## config.mk

```make
export PLATFORM = sky130hd
export DESIGN_NAME = audio_sample_format_converter_top
export DESIGN_NICKNAME = d
export VERILOG_FILES = /design/src/rtl/asfc_pkg.sv /design/src/rtl/asfc_enc.sv /design/src/rtl/asfc_dec.sv /design/src/rtl/audio_sample_format_converter_top.sv
export SDC_FILE = /design/constraint.sdc
export NUM_CORES = 2
export LEC_CHECK = 0
export ABC_AREA = 1
export BUFFER_PORTS_ARGS = -buffer_cell sky130_fd_sc_hd__buf_4
export CAP_MARGIN = 40
export CORE_MARGIN = 5
export CORE_UTILIZATION = 45
export DETAILED_ROUTE_END_ITERATION = 12
export GPL_ROUTABILITY_DRIVEN = 1
export PLACE_DENSITY_LB_ADDON = 0.3
export SETUP_SLACK_MARGIN = 0.15
export SLEW_MARGIN = 20
export SYNTH_ARGS = -nofsm -noshare
export SYNTH_HDL_FRONTEND = slang
export SYNTH_SLANG_ARGS = --single-unit
```

## constraint.sdc

```tcl
create_clock -name clock -period 14.45 [get_ports clock]
set_input_delay 2.89 -clock clock [delete_from_list [all_inputs] [get_ports clock]]
set_output_delay 2.89 -clock clock [all_outputs]
set_load 0.05 [all_outputs]
```

## src/rtl/asfc_pkg.sv

```systemverilog
// Shared types, format codes and small helper functions for the audio
// sample format converter. No dependencies.
`timescale 1ns / 1ps

package asfc_pkg;

   localparam logic CMD_ENCODE = 1'b0;
   localparam logic CMD_DECODE = 1'b1;

   localparam logic [3:0] FMT_I16 = 4'd0;
   localparam logic [3:0] FMT_I24 = 4'd1;
   localparam logic [3:0] FMT_I32 = 4'd2;
   localparam logic [3:0] FMT_F32 = 4'd3;
   localparam logic [3:0] FMT_F64 = 4'd4;
   localparam logic [3:0] FMT_R16 = 4'd5;
   localparam logic [3:0] FMT_R18 = 4'd6;
   localparam logic [3:0] FMT_R20 = 4'd7;
   localparam logic [3:0] FMT_R24 = 4'd8;

   localparam logic [30:0] SCALE_I16 = 31'd32767;
   localparam logic [30:0] SCALE_I24 = 31'd8388607;
   localparam logic [30:0] SCALE_I32 = 31'd2147483647;

   typedef struct packed {
      logic en1;
      logic en2;
      logic en3;
   } pipe_ctl_type;

   typedef enum logic [1:0] {
      KIND_I16,
      KIND_I24,
      KIND_I32
   } kind_type;

   typedef enum logic [1:0] {
      DMODE_INT,
      DMODE_F64N,
      DMODE_F64S,
      DMODE_SPEC
   } dmode_type;

   function automatic logic [4:0] align_shift(input logic [3:0] fmt);
      logic [4:0] sh;
      case (fmt)
         FMT_R16: sh = 5'd16;
         FMT_R18: sh = 5'd14;
         FMT_R20: sh = 5'd12;
         FMT_R24: sh = 5'd8;
         default: sh = 5'd0;
      endcase
      return sh;
   endfunction

   function automatic logic [3:0] sample_bytes(input logic [3:0] fmt);
      logic [3:0] b;
      case (fmt)
         FMT_I16: b = 4'd2;
         FMT_I24: b = 4'd3;
         FMT_F64: b = 4'd8;
         default: b = 4'd4;
      endcase
      return b;
   endfunction

   // position of the highest set bit, 0 when none
   function automatic logic [4:0] msb_pos32(input logic [31:0] x);
      logic [4:0] p;
      p = 5'd0;
      for (int i = 0; i < 32; i++) begin
         if (x[i]) p = 5'(i);
      end
      return p;
   endfunction

endpackage

```

## src/rtl/asfc_enc.sv

```systemverilog
// Encode datapath: float32 to device sample, three register stages.
// Depends on asfc_pkg.
`timescale 1ns / 1ps

module asfc_enc (
   input  logic                   clock,
   input  asfc_pkg::pipe_ctl_type ctl,
   input  logic [3:0]             format,
   input  logic [31:0]            fbits,
   output logic [63:0]            data_out
);

   // ---- stage 1: classify, clamp, scale multiply
   logic        sgn;
   logic [7:0]  ef;
   logic [22:0] fr;
   logic        is_nan;
   logic        clamp;
   logic [23:0] mant;
   logic [7:0]  ee;
   logic [7:0]  rr;
   logic [30:0] scale;
   logic [4:0]  dp;
   logic [63:0] f64w;

   logic                 sgn1_ff, sgn1_in;
   logic                 zero1_ff, zero1_in;
   logic                 dir1_ff, dir1_in;
   logic [63:0]          dval1_ff, dval1_in;
   logic [54:0]          prod1_ff, prod1_in;
   logic [5:0]           rsh1_ff, rsh1_in;
   logic [4:0]           sh1_ff, sh1_in;
   asfc_pkg::kind_type   kind1_ff, kind1_in;

   always_comb begin
      sgn    = fbits[31];
      ef     = fbits[30:23];
      fr     = fbits[22:0];
      is_nan = (ef == 8'hFF) && (fr != 23'd0);
      clamp  = (ef > 8'd127) || ((ef == 8'd127) && (fr != 23'd0));
      mant   = clamp ? 24'h800000 : {1'b1, fr};
      ee     = clamp ? 8'd127 : ef;
      rr     = 8'd150 - ee;

      case (format)
         asfc_pkg::FMT_I16: begin
            kind1_in = asfc_pkg::KIND_I16;
            scale    = asfc_pkg::SCALE_I16;
         end
         asfc_pkg::FMT_I24: begin
            kind1_in = asfc_pkg::KIND_I24;
            scale    = asfc_pkg::SCALE_I24;
         end
         default: begin
            kind1_in = asfc_pkg::KIND_I32;
            scale    = asfc_pkg::SCALE_I32;
         end
      endcase

      // widening to double; subnormals are renormalized
      dp = asfc_pkg::msb_pos32({9'd0, fr});
      if (is_nan) begin
         f64w = {sgn, 11'h7FF, 1'b1 | fr[22], fr[21:0], 29'd0};
      end else if (ef == 8'hFF) begin
         f64w = {sgn, 11'h7FF, 52'd0};
      end else if (ef == 8'd0) begin
         if (fr == 23'd0) begin
            f64w = {sgn, 63'd0};
         end else begin
            f64w = {sgn, 11'(dp) + 11'd874, 52'({29'd0, fr} << (6'd52 - 6'(dp)))};
         end
      end else begin
         f64w = {sgn, 11'(ef) + 11'd896, fr, 29'd0};
      end

      sgn1_in  = sgn;
      zero1_in = is_nan || (ef == 8'd0);
      dir1_in  = (format == asfc_pkg::FMT_F32) || (format == asfc_pkg::FMT_F64);
      dval1_in = (format == asfc_pkg::FMT_F32) ? {32'd0, fbits} : f64w;
      prod1_in = 55'(mant) * 55'(scale);
      rsh1_in  = (rr >= 8'd58) ? 6'd63 : rr[5:0];
      sh1_in   = asfc_pkg::align_shift(format);
   end

   always_ff @(posedge clock) begin
      if (ctl.en1) begin
         sgn1_ff  <= sgn1_in;
         zero1_ff <= zero1_in;
         dir1_ff  <= dir1_in;
         dval1_ff <= dval1_in;
         prod1_ff <= prod1_in;
         rsh1_ff  <= rsh1_in;
         sh1_ff   <= sh1_in;
         kind1_ff <= kind1_in;
      end
   end

   // ---- stage 2: round product to the working precision
   logic        top;
   logic [5:0]  dr;
   logic [55:0] px;
   logic [55:0] unit;
   logic [55:0] mask2;
   logic [55:0] low2;
   logic [55:0] half2;
   logic        up2;

   logic                 sgn2_ff, sgn2_in;
   logic                 zero2_ff, zero2_in;
   logic                 dir2_ff, dir2_in;
   logic [63:0]          dval2_ff, dval2_in;
   logic [55:0]          p2_ff, p2_in;
   logic [5:0]           rsh2_ff, rsh2_in;
   logic [4:0]           sh2_ff, sh2_in;
   asfc_pkg::kind_type   kind2_ff, kind2_in;

   always_comb begin
      case (kind1_ff)
         asfc_pkg::KIND_I16: begin
            top = prod1_ff[38];
            dr  = top ? 6'd15 : 6'd14;
         end
         asfc_pkg::KIND_I24: begin
            top = prod1_ff[46];
            dr  = top ? 6'd23 : 6'd22;
         end
         default: begin
            top = prod1_ff[54];
            dr  = top ? 6'd2 : 6'd1;
         end
      endcase
      px    = {1'b0, prod1_ff};
      unit  = 56'd1 << dr;
      mask2 = unit - 56'd1;
      half2 = 56'd1 << (dr - 6'd1);
      low2  = px & mask2;
      up2   = (low2 > half2) || ((low2 == half2) && ((px & unit) != 56'd0));
      p2_in = (px & ~mask2) + (up2 ? unit : 56'd0);

      sgn2_in  = sgn1_ff;
      zero2_in = zero1_ff;
      dir2_in  = dir1_ff;
      dval2_in = dval1_ff;
      rsh2_in  = rsh1_ff;
      sh2_in   = sh1_ff;
      kind2_in = kind1_ff;
   end

   always_ff @(posedge clock) begin
      if (ctl.en2) begin
         sgn2_ff  <= sgn2_in;
         zero2_ff <= zero2_in;
         dir2_ff  <= dir2_in;
         dval2_ff <= dval2_in;
         p2_ff    <= p2_in;
         rsh2_ff  <= rsh2_in;
         sh2_ff   <= sh2_in;
         kind2_ff <= kind2_in;
      end
   end

   // ---- stage 3: round to integer, apply sign, align
   logic [63:0]        x3;
   logic [63:0]        one3;
   logic [63:0]        mask3;
   logic [63:0]        half3;
   logic [63:0]        low3;
   logic [63:0]        q3;
   logic               up3;
   logic [31:0]        n3;
   logic [31:0]        val3;
   logic signed [31:0] sval;
   logic signed [31:0] aval;
   logic [63:0]        res_ff, res_in;

   always_comb begin
      x3    = {8'd0, p2_ff};
      one3  = 64'd1 << rsh2_ff;
      mask3 = one3 - 64'd1;
      half3 = one3 >> 1;
      q3    = x3 >> rsh2_ff;
      low3  = x3 & mask3;
      up3   = (low3 > half3) || ((low3 == half3) && q3[0]);
      n3    = q3[31:0] + {31'd0, up3};
      val3  = sgn2_ff ? (32'd0 - n3) : n3;
      sval  = val3;
      aval  = sval >>> sh2_ff;

      if (dir2_ff) begin
         res_in = dval2_ff;
      end else if (zero2_ff) begin
         res_in = 64'd0;
      end else begin
         case (kind2_ff)
            asfc_pkg::KIND_I16: res_in = {48'd0, val3[15:0]};
            asfc_pkg::KIND_I24: res_in = {40'd0, val3[23:0]};
            default:            res_in = {32'd0, aval};
         endcase
      end
   end

   always_ff @(posedge clock) begin
      if (ctl.en3) begin
         res_ff <= res_in;
      end
   end

   assign data_out = res_ff;

endmodule

```

## src/rtl/asfc_dec.sv

```systemverilog
// Decode datapath: device sample to float32, three register stages.
// Depends on asfc_pkg.
`timescale 1ns / 1ps

module asfc_dec (
   input  logic                   clock,
   input  asfc_pkg::pipe_ctl_type ctl,
   input  logic [3:0]             format,
   input  logic [63:0]            data_in,
   output logic [63:0]            data_out
);

   // ---- stage 1: sign-extend and take magnitude, classify double
   logic [31:0] xs;
   logic [31:0] ua;
   logic        dsg;
   logic [10:0] ex;
   logic [51:0] man;
   logic [11:0] dd;

   logic                  sgn1_ff, sgn1_in;
   logic [31:0]           mag1_ff, mag1_in;
   logic [7:0]            bias1_ff, bias1_in;
   logic [51:0]           man1_ff, man1_in;
   logic [7:0]            expf1_ff, expf1_in;
   logic [5:0]            drop1_ff, drop1_in;
   logic [31:0]           spec1_ff, spec1_in;
   asfc_pkg::dmode_type   mode1_ff, mode1_in;

   always_comb begin
      ua  = data_in[31:0] << asfc_pkg::align_shift(format);
      dsg = data_in[63];
      ex  = data_in[62:52];
      man = data_in[51:0];
      dd  = 12'd926 - {1'b0, ex};

      case (format)
         asfc_pkg::FMT_I16: begin
            xs       = {{16{data_in[15]}}, data_in[15:0]};
            bias1_in = 8'd112;
         end
         asfc_pkg::FMT_I24: begin
            xs       = {{8{data_in[23]}}, data_in[23:0]};
            bias1_in = 8'd104;
         end
         default: begin
            xs       = ua;
            bias1_in = 8'd96;
         end
      endcase

      mag1_in  = xs[31] ? (32'd0 - xs) : xs;
      man1_in  = man;
      expf1_in = 8'(ex - 11'd896);
      drop1_in = (dd > 12'd63) ? 6'd63 : dd[5:0];
      sgn1_in  = xs[31];
      spec1_in = 32'd0;
      mode1_in = asfc_pkg::DMODE_INT;

      if (format == asfc_pkg::FMT_F32) begin
         mode1_in = asfc_pkg::DMODE_SPEC;
         spec1_in = data_in[31:0];
      end else if (format == asfc_pkg::FMT_F64) begin
         sgn1_in = dsg;
         if ((ex == 11'h7FF) && (man != 52'd0)) begin
            mode1_in = asfc_pkg::DMODE_SPEC;
            spec1_in = {dsg, 8'hFF, 1'b1, man[50:29]};
         end else if (ex >= 11'd1151) begin
            // too large for single, infinities included
            mode1_in = asfc_pkg::DMODE_SPEC;
            spec1_in = {dsg, 8'hFF, 23'd0};
         end else if (ex == 11'd0) begin
            mode1_in = asfc_pkg::DMODE_SPEC;
            spec1_in = {dsg, 31'd0};
         end else if (ex >= 11'd897) begin
            mode1_in = asfc_pkg::DMODE_F64N;
         end else begin
            mode1_in = asfc_pkg::DMODE_F64S;
         end
      end else if (mag1_in == 32'd0) begin
         mode1_in = asfc_pkg::DMODE_SPEC;
         spec1_in = 32'd0;
      end
   end

   always_ff @(posedge clock) begin
      if (ctl.en1) begin
         sgn1_ff  <= sgn1_in;
         mag1_ff  <= mag1_in;
         bias1_ff <= bias1_in;
         man1_ff  <= man1_in;
         expf1_ff <= expf1_in;
         drop1_ff <= drop1_in;
         spec1_ff <= spec1_in;
         mode1_ff <= mode1_in;
      end
   end

   // ---- stage 2: normalize / denormalize, split off guard and sticky
   logic [4:0]  p2;
   logic [31:0] nm;
   logic [63:0] sig;
   logic [63:0] kept;
   logic [63:0] lowm;

   logic        sgn2_ff, sgn2_in;
   logic [30:0] base2_ff, base2_in;
   logic        g2_ff, g2_in;
   logic        st2_ff, st2_in;
   logic        spc2_ff, spc2_in;
   logic [31:0] spec2_ff, spec2_in;

   always_comb begin
      p2   = asfc_pkg::msb_pos32(mag1_ff);
      nm   = mag1_ff << (5'd31 - p2);
      sig  = {11'd0, 1'b1, man1_ff};
      kept = sig >> drop1_ff;
      lowm = (64'd1 << (drop1_ff - 6'd1)) - 64'd1;

      sgn2_in  = sgn1_ff;
      spc2_in  = 1'b0;
      spec2_in = spec1_ff;
      case (mode1_ff)
         asfc_pkg::DMODE_INT: begin
            base2_in = {bias1_ff + {3'd0, p2}, nm[30:8]};
            g2_in    = nm[7];
            st2_in   = nm[6:0] != 7'd0;
         end
         asfc_pkg::DMODE_F64N: begin
            base2_in = {expf1_ff, man1_ff[51:29]};
            g2_in    = man1_ff[28];
            st2_in   = man1_ff[27:0] != 28'd0;
         end
         asfc_pkg::DMODE_F64S: begin
            base2_in = {8'd0, kept[22:0]};
            g2_in    = sig[drop1_ff - 6'd1];
            st2_in   = (sig & lowm) != 64'd0;
         end
         default: begin
            base2_in = 31'd0;
            g2_in    = 1'b0;
            st2_in   = 1'b0;
            spc2_in  = 1'b1;
         end
      endcase
   end

   always_ff @(posedge clock) begin
      if (ctl.en2) begin
         sgn2_ff  <= sgn2_in;
         base2_ff <= base2_in;
         g2_ff    <= g2_in;
         st2_ff   <= st2_in;
         spc2_ff  <= spc2_in;
         spec2_ff <= spec2_in;
      end
   end

   // ---- stage 3: round to nearest even; a carry runs into the exponent
   logic        up3;
   logic [31:0] res_ff, res_in;

   always_comb begin
      up3    = g2_ff && (st2_ff || base2_ff[0]);
      res_in = spc2_ff ? spec2_ff : {sgn2_ff, base2_ff + {30'd0, up3}};
   end

   always_ff @(posedge clock) begin
      if (ctl.en3) begin
         res_ff <= res_in;
      end
   end

   assign data_out = {32'd0, res_ff};

endmodule

```

## src/rtl/audio_sample_format_converter_top.sv

```systemverilog
// Audio sample format converter, top level: handshake pipeline control,
// sideband pipeline and result select. Depends on asfc_pkg, asfc_enc, asfc_dec.
`timescale 1ns / 1ps

// Converts one audio sample per beat between float32 and int16, packed
// int24, int32, right-aligned int32 (16/18/20/24), float32 and float64.
// Throughput is one sample per clock when no stall holds the pipe. There are three
// register stages (scale multiply, precision rounding, integer rounding /
// packing); a request is registered into v1, v2 and v3 in turn, and rsp_valid
// is v3. A stall on the result side backs up through the stages and reaches
// req_stall only when every stage holds a sample. No state is kept between
// samples.
module audio_sample_format_converter_top (
   input  logic        clock,
   input  logic        reset,
   input  logic        req_valid,
   output logic        req_stall,
   input  logic        req_cmd,
   input  logic [3:0]  req_format,
   input  logic [63:0] req_data_in,
   input  logic        req_last_in,
   output logic        rsp_valid,
   input  logic        rsp_stall,
   output logic [63:0] rsp_data_out,
   output logic [3:0]  rsp_sample_bytes,
   output logic        rsp_last_out
);

   asfc_pkg::pipe_ctl_type ctl;
   logic rdy1, rdy2, rdy3;

   logic v1_ff, v1_in, v2_ff, v2_in, v3_ff, v3_in;
   logic cmd1_ff, cmd2_ff, cmd3_ff;
   logic [3:0] fmt1_ff, fmt2_ff, fmt3_ff;
   logic last1_ff, last2_ff, last3_ff;
   logic [63:0] enc_out, dec_out;

   assign rdy3 = !v3_ff || !rsp_stall;
   assign rdy2 = !v2_ff || rdy3;
   assign rdy1 = !v1_ff || rdy2;
   assign ctl  = '{en1: rdy1, en2: rdy2, en3: rdy3};
   assign req_stall = !rdy1;

   assign v1_in = rdy1 ? req_valid : v1_ff;
   assign v2_in = rdy2 ? v1_ff : v2_ff;
   assign v3_in = rdy3 ? v2_ff : v3_ff;

   always_ff @(posedge clock) begin
      if (reset) begin
         v1_ff <= 1'b0;
         v2_ff <= 1'b0;
         v3_ff <= 1'b0;
      end else begin
         v1_ff <= v1_in;
         v2_ff <= v2_in;
         v3_ff <= v3_in;
      end
   end

   always_ff @(posedge clock) begin
      if (ctl.en1) begin
         cmd1_ff  <= req_cmd;
         fmt1_ff  <= req_format;
         last1_ff <= req_last_in;
      end
      if (ctl.en2) begin
         cmd2_ff  <= cmd1_ff;
         fmt2_ff  <= fmt1_ff;
         last2_ff <= last1_ff;
      end
      if (ctl.en3) begin
         cmd3_ff  <= cmd2_ff;
         fmt3_ff  <= fmt2_ff;
         last3_ff <= last2_ff;
      end
   end

   asfc_enc u_enc (
      .clock    (clock),
      .ctl      (ctl),
      .format   (req_format),
      .fbits    (req_data_in[31:0]),
      .data_out (enc_out)
   );

   asfc_dec u_dec (
      .clock    (clock),
      .ctl      (ctl),
      .format   (req_format),
      .data_in  (req_data_in),
      .data_out (dec_out)
   );

   assign rsp_valid        = v3_ff;
   assign rsp_data_out     = (cmd3_ff == asfc_pkg::CMD_DECODE) ? dec_out : enc_out;
   assign rsp_sample_bytes = asfc_pkg::sample_bytes(fmt3_ff);
   assign rsp_last_out     = last3_ff;

   // back-pressure only when the whole pipe is full and the output is held
   a_stall_full: assert property (@(posedge clock) disable iff (reset)
      req_stall |-> (v1_ff && v2_ff && v3_ff && rsp_stall))
      else $error("req_stall raised with room in the pipe");

   a_dec_upper: assert property (@(posedge clock) disable iff (reset)
      (rsp_valid && (cmd3_ff == asfc_pkg::CMD_DECODE)) |-> (rsp_data_out[63:32] == 32'd0))
      else $error("decoded float has upper word set");

   a_i16_upper: assert property (@(posedge clock) disable iff (reset)
      (rsp_valid && (cmd3_ff == asfc_pkg::CMD_ENCODE) && (fmt3_ff == asfc_pkg::FMT_I16))
      |-> (rsp_data_out[63:16] == 48'd0))
      else $error("int16 sample has bits above 16");

endmodule
```

After elaboration in Yosys (flattened, before gate mapping):

Cells that the tools add are included.

* equal/unequal tests: 18
* reduce and logical (&&, ||, !) cells: 36
* div/mod/pow operators: 0
* bitwise operators: 6
* add/sub/neg operators: 18
* multiply operators: 1
* shift-type cells: 10
* order comparisons: 8
* multiplexer cells: 97

Operator list (count)
* 32-bit 2-to-1 mux: 9
* 63-bit 2-to-1 mux: 4
* 64-bit 2-to-1 mux: 3
* 55-bit by 56-bit bitwise AND with 56-bit output: 3
* 32-bit case mux with 2 select lines: 2
* 1-bit by 6-bit << shifter with 64-bit output (first input constant): 2
* 64-bit by 1-bit subtractor with 64-bit output (second input constant): 2
* 5-bit 2-to-1 mux: 23
* 1-bit by 6-bit << shifter with 56-bit output (first input constant): 2
* 31-bit case mux with 3 select lines: 1
* 53-bit by 64-bit bitwise AND with 64-bit output: 1
* 56-bit by 64-bit bitwise AND with 64-bit output: 1
* 64-bit by 63-bit equality test with 1-bit output: 1
* 64-bit by 63-bit greater-than comparator with 1-bit output: 1
* 4-bit 2-to-1 mux: 16
* 64-bit nonzero test: 1
* 1-bit by 32-bit subtractor with 32-bit output (first input constant): 2
* 31-bit case mux with 2 select lines: 1
* 56-bit adder: 1
* 56-bit equality test: 1
* 56-bit greater-than comparator: 1
* 56-bit 2-to-1 mux: 1
* 56-bit inverter: 1
* 56-bit nonzero test: 1
* 60 further kinds: 113

* output and inout port bits: 71
* memory bits (read-only): 0
* bits in latches: 0
* register bits: 596
* input port bits: 74
* logic and storage cells: 239
* RAM bits: 0
* memories: 0

Longest topological paths before layout:

* depth after elaboration: 35
* depth in mapped cells: 64
* depth with buffers taken out: 62

By module:

A second synthesis with hierarchy kept.

* cell total of the unflattened synthesis: 7951
* area total of the unflattened synthesis: 61236.2 µm²

Modules (own cells, without submodules)
* asfc_enc: cells an instance 5233, sequential area each 9909.5 µm², times used 1, area each 40851.7 µm²
* asfc_dec: cells an instance 2608, sequential area each 7026.7 µm², times used 1, area each 18622.9 µm²
* audio_sample_format_converter_top: cells an instance 110, sequential area each 600.6 µm², times used 1, area each 1761.7 µm²

Worst setup path after synthesis:

OpenSTA, ideal clock, no wires.

* path kind: in2reg
* from: input port rsp_stall
* to: register cmd1_ff (enable)
* library setup time: 0.592 ns
* arrival: 16.634 ns
* path buffers: 0
* stages: 5
* data required time: 13.858 ns
* path slack: -2.775 ns
* cell sequence: nand2_1 -> nor2_1 -> inv_1 -> nor2_1 -> inv_1

* cells in the longest elaborated chain, start to end: 4

Ends and longest elaborated chain
* from (decl): RTL line audio_sample_format_converter_top.sv:23 `input logic rsp_stall,`
* 1-bit zero test: RTL line audio_sample_format_converter_top.sv:38 `assign rdy3 = !v3_ff || !rsp_stall;`
* 1-bit logical OR: RTL line audio_sample_format_converter_top.sv:38
* 1-bit logical OR: RTL line audio_sample_format_converter_top.sv:39 `assign rdy2 = !v2_ff || rdy3;`
* via rdy2: RTL line audio_sample_format_converter_top.sv:30 `logic rdy1, rdy2, rdy3;`
* 1-bit logical OR: RTL line audio_sample_format_converter_top.sv:40 `assign rdy1 = !v1_ff || rdy2;`
* to (signal assigned): RTL line audio_sample_format_converter_top.sv:62 `cmd1_ff <= req_cmd;`
* to (decl): RTL line audio_sample_format_converter_top.sv:33 `logic cmd1_ff, cmd2_ff, cmd3_ff;`

The timed path passes the listed nets, and every way through them passes these cells.
A chain may end at the register's enable or synchronous reset.

Worst setup path in the final report:

* from: input port req_data_in[22]
* to: register u_enc.prod1_ff[54], data pin

* cells in the longest elaborated chain, start to end: 5

Ends and longest elaborated chain
* from (decl): RTL line audio_sample_format_converter_top.sv:20 `input logic [63:0] req_data_in,`
* 23-bit nonzero test: RTL line asfc_enc.sv:40 `clamp = (ef > 8'd127) || ((ef == 8'd127) && (fr != 23'd0));`
* 1-bit logical AND: RTL line asfc_enc.sv:40
* 1-bit logical OR: RTL line asfc_enc.sv:40
* 23-bit 2-to-1 mux *: RTL line asfc_enc.sv:41 `mant = clamp ? 24'h800000 : {1'b1, fr};`
* 24-bit by 31-bit multiplier with 55-bit output *: RTL line asfc_enc.sv:80 `prod1_in = 55'(mant) * 55'(scale);`
* via u_enc.prod1_in[54]: RTL line asfc_enc.sv:30 `logic [54:0] prod1_ff, prod1_in;`
* to (signal assigned): RTL line asfc_enc.sv:91 `prod1_ff <= prod1_in;`
* to (decl): RTL line asfc_enc.sv:30

Mark *: on every way through the listed nets, which the timed path passes. The rest lies on a longest branch.

==> out/results.txt <==
Rel. slew slack - 34.46%
YS warnings - 0
Main flop type after synthesis - edfxtp_1
Die W - 375.0 um
DR iter-0 viols - 7055
Post-route antenna net violation count - 0
Ports - 145
Max_cap viols - 0
Hold Path Class - reg2reg
Crit path launch type - primary input
First-pass GRT wire length - 319900 um
DR DRC count - 0
Most frequent CP cell - nand2_1
CTS hold repair buffers - 0
Via count - 55350
Full die area - 140600 sq um
Worst-case reg-to-reg path depth - 53
Vias in the first global route - 51130
Final wirelength - 216000 um
Die height - 375.0 um
Clock Skew - 0.05310 ns
Grt total ovfl - 0
P&R area growth vs syn - 9.042%
CP Capture Point - u_enc.prod1_ff[54]$_DFFE_PN_
Vias per cell - 5.678
Tcrit/Tclk final - 84.13%
Slowest cell on crit path - fa_1
Synth Register Bits - 583
Initial antenna violation count - 12
Post-Syn Area - 59960 sq um
Reg area - 17480 sq um
Drt first pass iters - 9
FF-to-FF setup slack - 4.18 ns
Htree depth - 3
Async SR Flop Fraction - 0%
Total core area - 133000 sq um
FF-to-FF Start - u_enc.rsh2_ff[3]$_DFFE_PP_
CTS tree - yes
Crit. End Element - flip-flop
Initial Util - 45.10%
Largest net degree at the start of global routing - 151
Min Hold Slack - 0.4031 ns
Largest fanout on the critical path - 29
RSZ-0062 raised after global routing - no
Final setup vio count - 0
Share of cells above drive strength 1 - 6.747%
CTS Root Cell - clkbuf_16
GR Util All Layers - 29.76%
Fillcell total - 13020
Minimum clock period - 12.16 ns
Final GP Congestion - 1.023
Postcts setup bufs - 0
CP Class - in2reg
Worst-Skew Late Latency - 0.68 ns
Num CTS Buffers - 67
I/O Buffers - 144
RR Endpoint - u_enc.data_out[9]$_DFFE_PP_
Final setup TNS - 0 ns
Std-Cell Rows - 134
EDFF count, synth - 580
Netlist cell types - 83
Detailed Place HPWL - 173500 um
Final Hold Fails - 0
Max Root-Sink Buffers - 3
Arrival time worst endpoint - 12.53 ns
Status - finished clean
Worst Path Required - 14.83 ns
Final Slew Violations - 0
Area of the multi-input gates - 36940 sq um
Final net count - 8750
Crit path from - req_data_in[22]
Measured slew at the worst slew-check pin - 0.9831 ns
Critical path's largest stage delay - 0.58 ns
Maximum clock frequency - 0.08226 GHz
Cells after Synth - 7809
Clk sinks - 583
Avg WL per Cell - 22.15 um
Syn Area/Cell - 7.678 sq um
PostCTS Resize Cnt - 0
Sequential share of the synthesized area - 29.15%
Clock slew at reported path FFs - 0.06 ns
## cell usage in the layout, fill, tap and decap left out, types with 12 or more instances in the layout
master / n
a211oi_1: 15
a21oi_1: 295
a221oi_1: 13
a31oi_1: 33
buf_4: 213
clkbuf_16: 67
clkinv_1: 23
conb_1: 102
edfxtp_1: 580
fa_1: 394
ha_1: 354
inv_1: 1176
inv_2: 37
mux2_2: 32
mux2i_1: 34
nand2_1: 1771
nand2_2: 27
nand3_1: 703
nand3b_1: 23
nand4_1: 82
nor2_1: 736
nor2_2: 32
nor2_4: 23
nor3_1: 122
nor4_1: 43
o211ai_1: 57
o21a_1: 12
o21ai_0: 450
o21ai_1: 74
o221ai_1: 12
o22ai_1: 34
o31ai_1: 16
or2_2: 12
xnor2_1: 57
xor2_1: 123
## per-stage QoR
stage,cells,instance area [sq um],util [%],setup WS (ns)
after floorplan,7909,60350,-,0.8929
after global placement,9608,62880,47.29,1.987
after detailed placement,9618,63070,47.44,1.759
after CTS,9733,65240,49.07,2.440
after global routing,9743,65370,49.16,1.539
final,9749,65380,49.18,2.294
## critical path: cells and delay by family
kind | cells | cell delay [ns]
AO/OA/AOI/OAI | 8 | 1.60
XOR/XNOR | 1 | 0.08
adder cells (fa/ha/maj) | 8 | 3.50
buffers and inverters | 11 | 1.60
AND/OR/NAND/NOR | 19 | 2.79
## worst min path at each step
| stage | startpoint | to | cells past startpoint |
|---|---|---|---|
| after detailed placement | u_dec.spec1_ff[0]$_DFFE_PN_ | u_dec.spec2_ff[0]$_DFFE_PP_ | 0 |
| final | u_enc.rsh1_ff[0]$_SDFFCE_PP1N_ | u_enc.rsh2_ff[0]$_DFFE_PP_ | 0 |
| after CTS | u_enc.rsh1_ff[0]$_SDFFCE_PP1N_ | u_enc.rsh2_ff[0]$_DFFE_PP_ | 0 |
| after global placement | fmt1_ff[0]$_DFFE_PN_ | fmt2_ff[0]$_DFFE_PP_ | 0 |
| after global routing | u_enc.rsh1_ff[0]$_SDFFCE_PP1N_ | u_enc.rsh2_ff[0]$_DFFE_PP_ | 0 |
| after floorplan | cmd1_ff$_DFFE_PN_ | cmd2_ff$_DFFE_PP_ | 0 |
## layout make-up
| type | instances | area share [%] |
|---|---|---|
| inverter | 1228 | 7.065 |
| clock inverter | 39 | 0.7100 |
| multi-input combinational | 5815 | 56.49 |
| timing repair buffer | 233 | 2.976 |
| antenna | 7 | 0.02679 |
| clock buffer | 76 | 2.616 |
| tap | 1768 | 3.383 |
| sequential | 583 | 26.73 |
## cells in the mapped netlist, types with 23 or more instances
library cell  instances  area [sq um]
a21oi_1             295          1476
a31oi_1              33         206.5
buf_2                50         250.2
buf_4                23         172.7
clkbuf_1            169         634.4
edfxtp_1            580         17420
fa_1                394          7888
ha_1                354          4429
inv_1              1179          4425
inv_2                36         135.1
mux2_2               32         360.4
mux2i_1              34         340.3
nand2_1            1772          6651
nand2_2              27         168.9
nand3_1             703          3518
nand3b_1             23         172.7
nand4_1              82         513.0
nor2_1              739          2774
nor2_2               30         187.7
nor3_1              122         610.6
nor4_1               43         269.0
o211ai_1             57         427.9
o21ai_0             450          2252
o21ai_1              77         385.4
o22ai_1              34         212.7
xnor2_1              57         499.2
xor2_1              124          1086
## cell families (layout without fill, tap and decap cells)
group | Yosys count | in the layout | synth area share (%)
compound gates | 1104 | 1104 | 10.44
flops | 583 | 583 | 29.15
simple gates | 3608 | 3608 | 25.90
fa+ha+maj | 748 | 748 | 20.54
other cells | 2 | 109 | 0.01253
mux | 66 | 66 | 1.169
buf+inv | 1511 | 1576 | 9.962
xor+xnor | 187 | 187 | 2.825
## sequential cells by signal, summed over array words and instances (netlist names), 31 cells and up
name            cells
u_enc.data_out     63
u_enc.dval1_ff     63
u_enc.dval2_ff     63
u_enc.p2_ff        56
u_enc.prod1_ff     55
u_dec.man1_ff      52
u_dec.mag1_ff      32
u_dec.res_ff       32
u_dec.spec1_ff     32
u_dec.spec2_ff     32
u_dec.base2_ff     31
## routing by layer
metal	wire (um)	global-route usage [%]	share of wire, %	vias up
met1	95920	44.97	44	26260
met2	87080	41.97	40	2924
met3	25750	7.773	12	369
li1	-	-	-	25790
met5	48	0	0.022	-
met4	7150	8.062	3.3	8
Power is not shown: default switching activity piles up to over one toggle a cycle in this logic, so the estimate is an artifact.
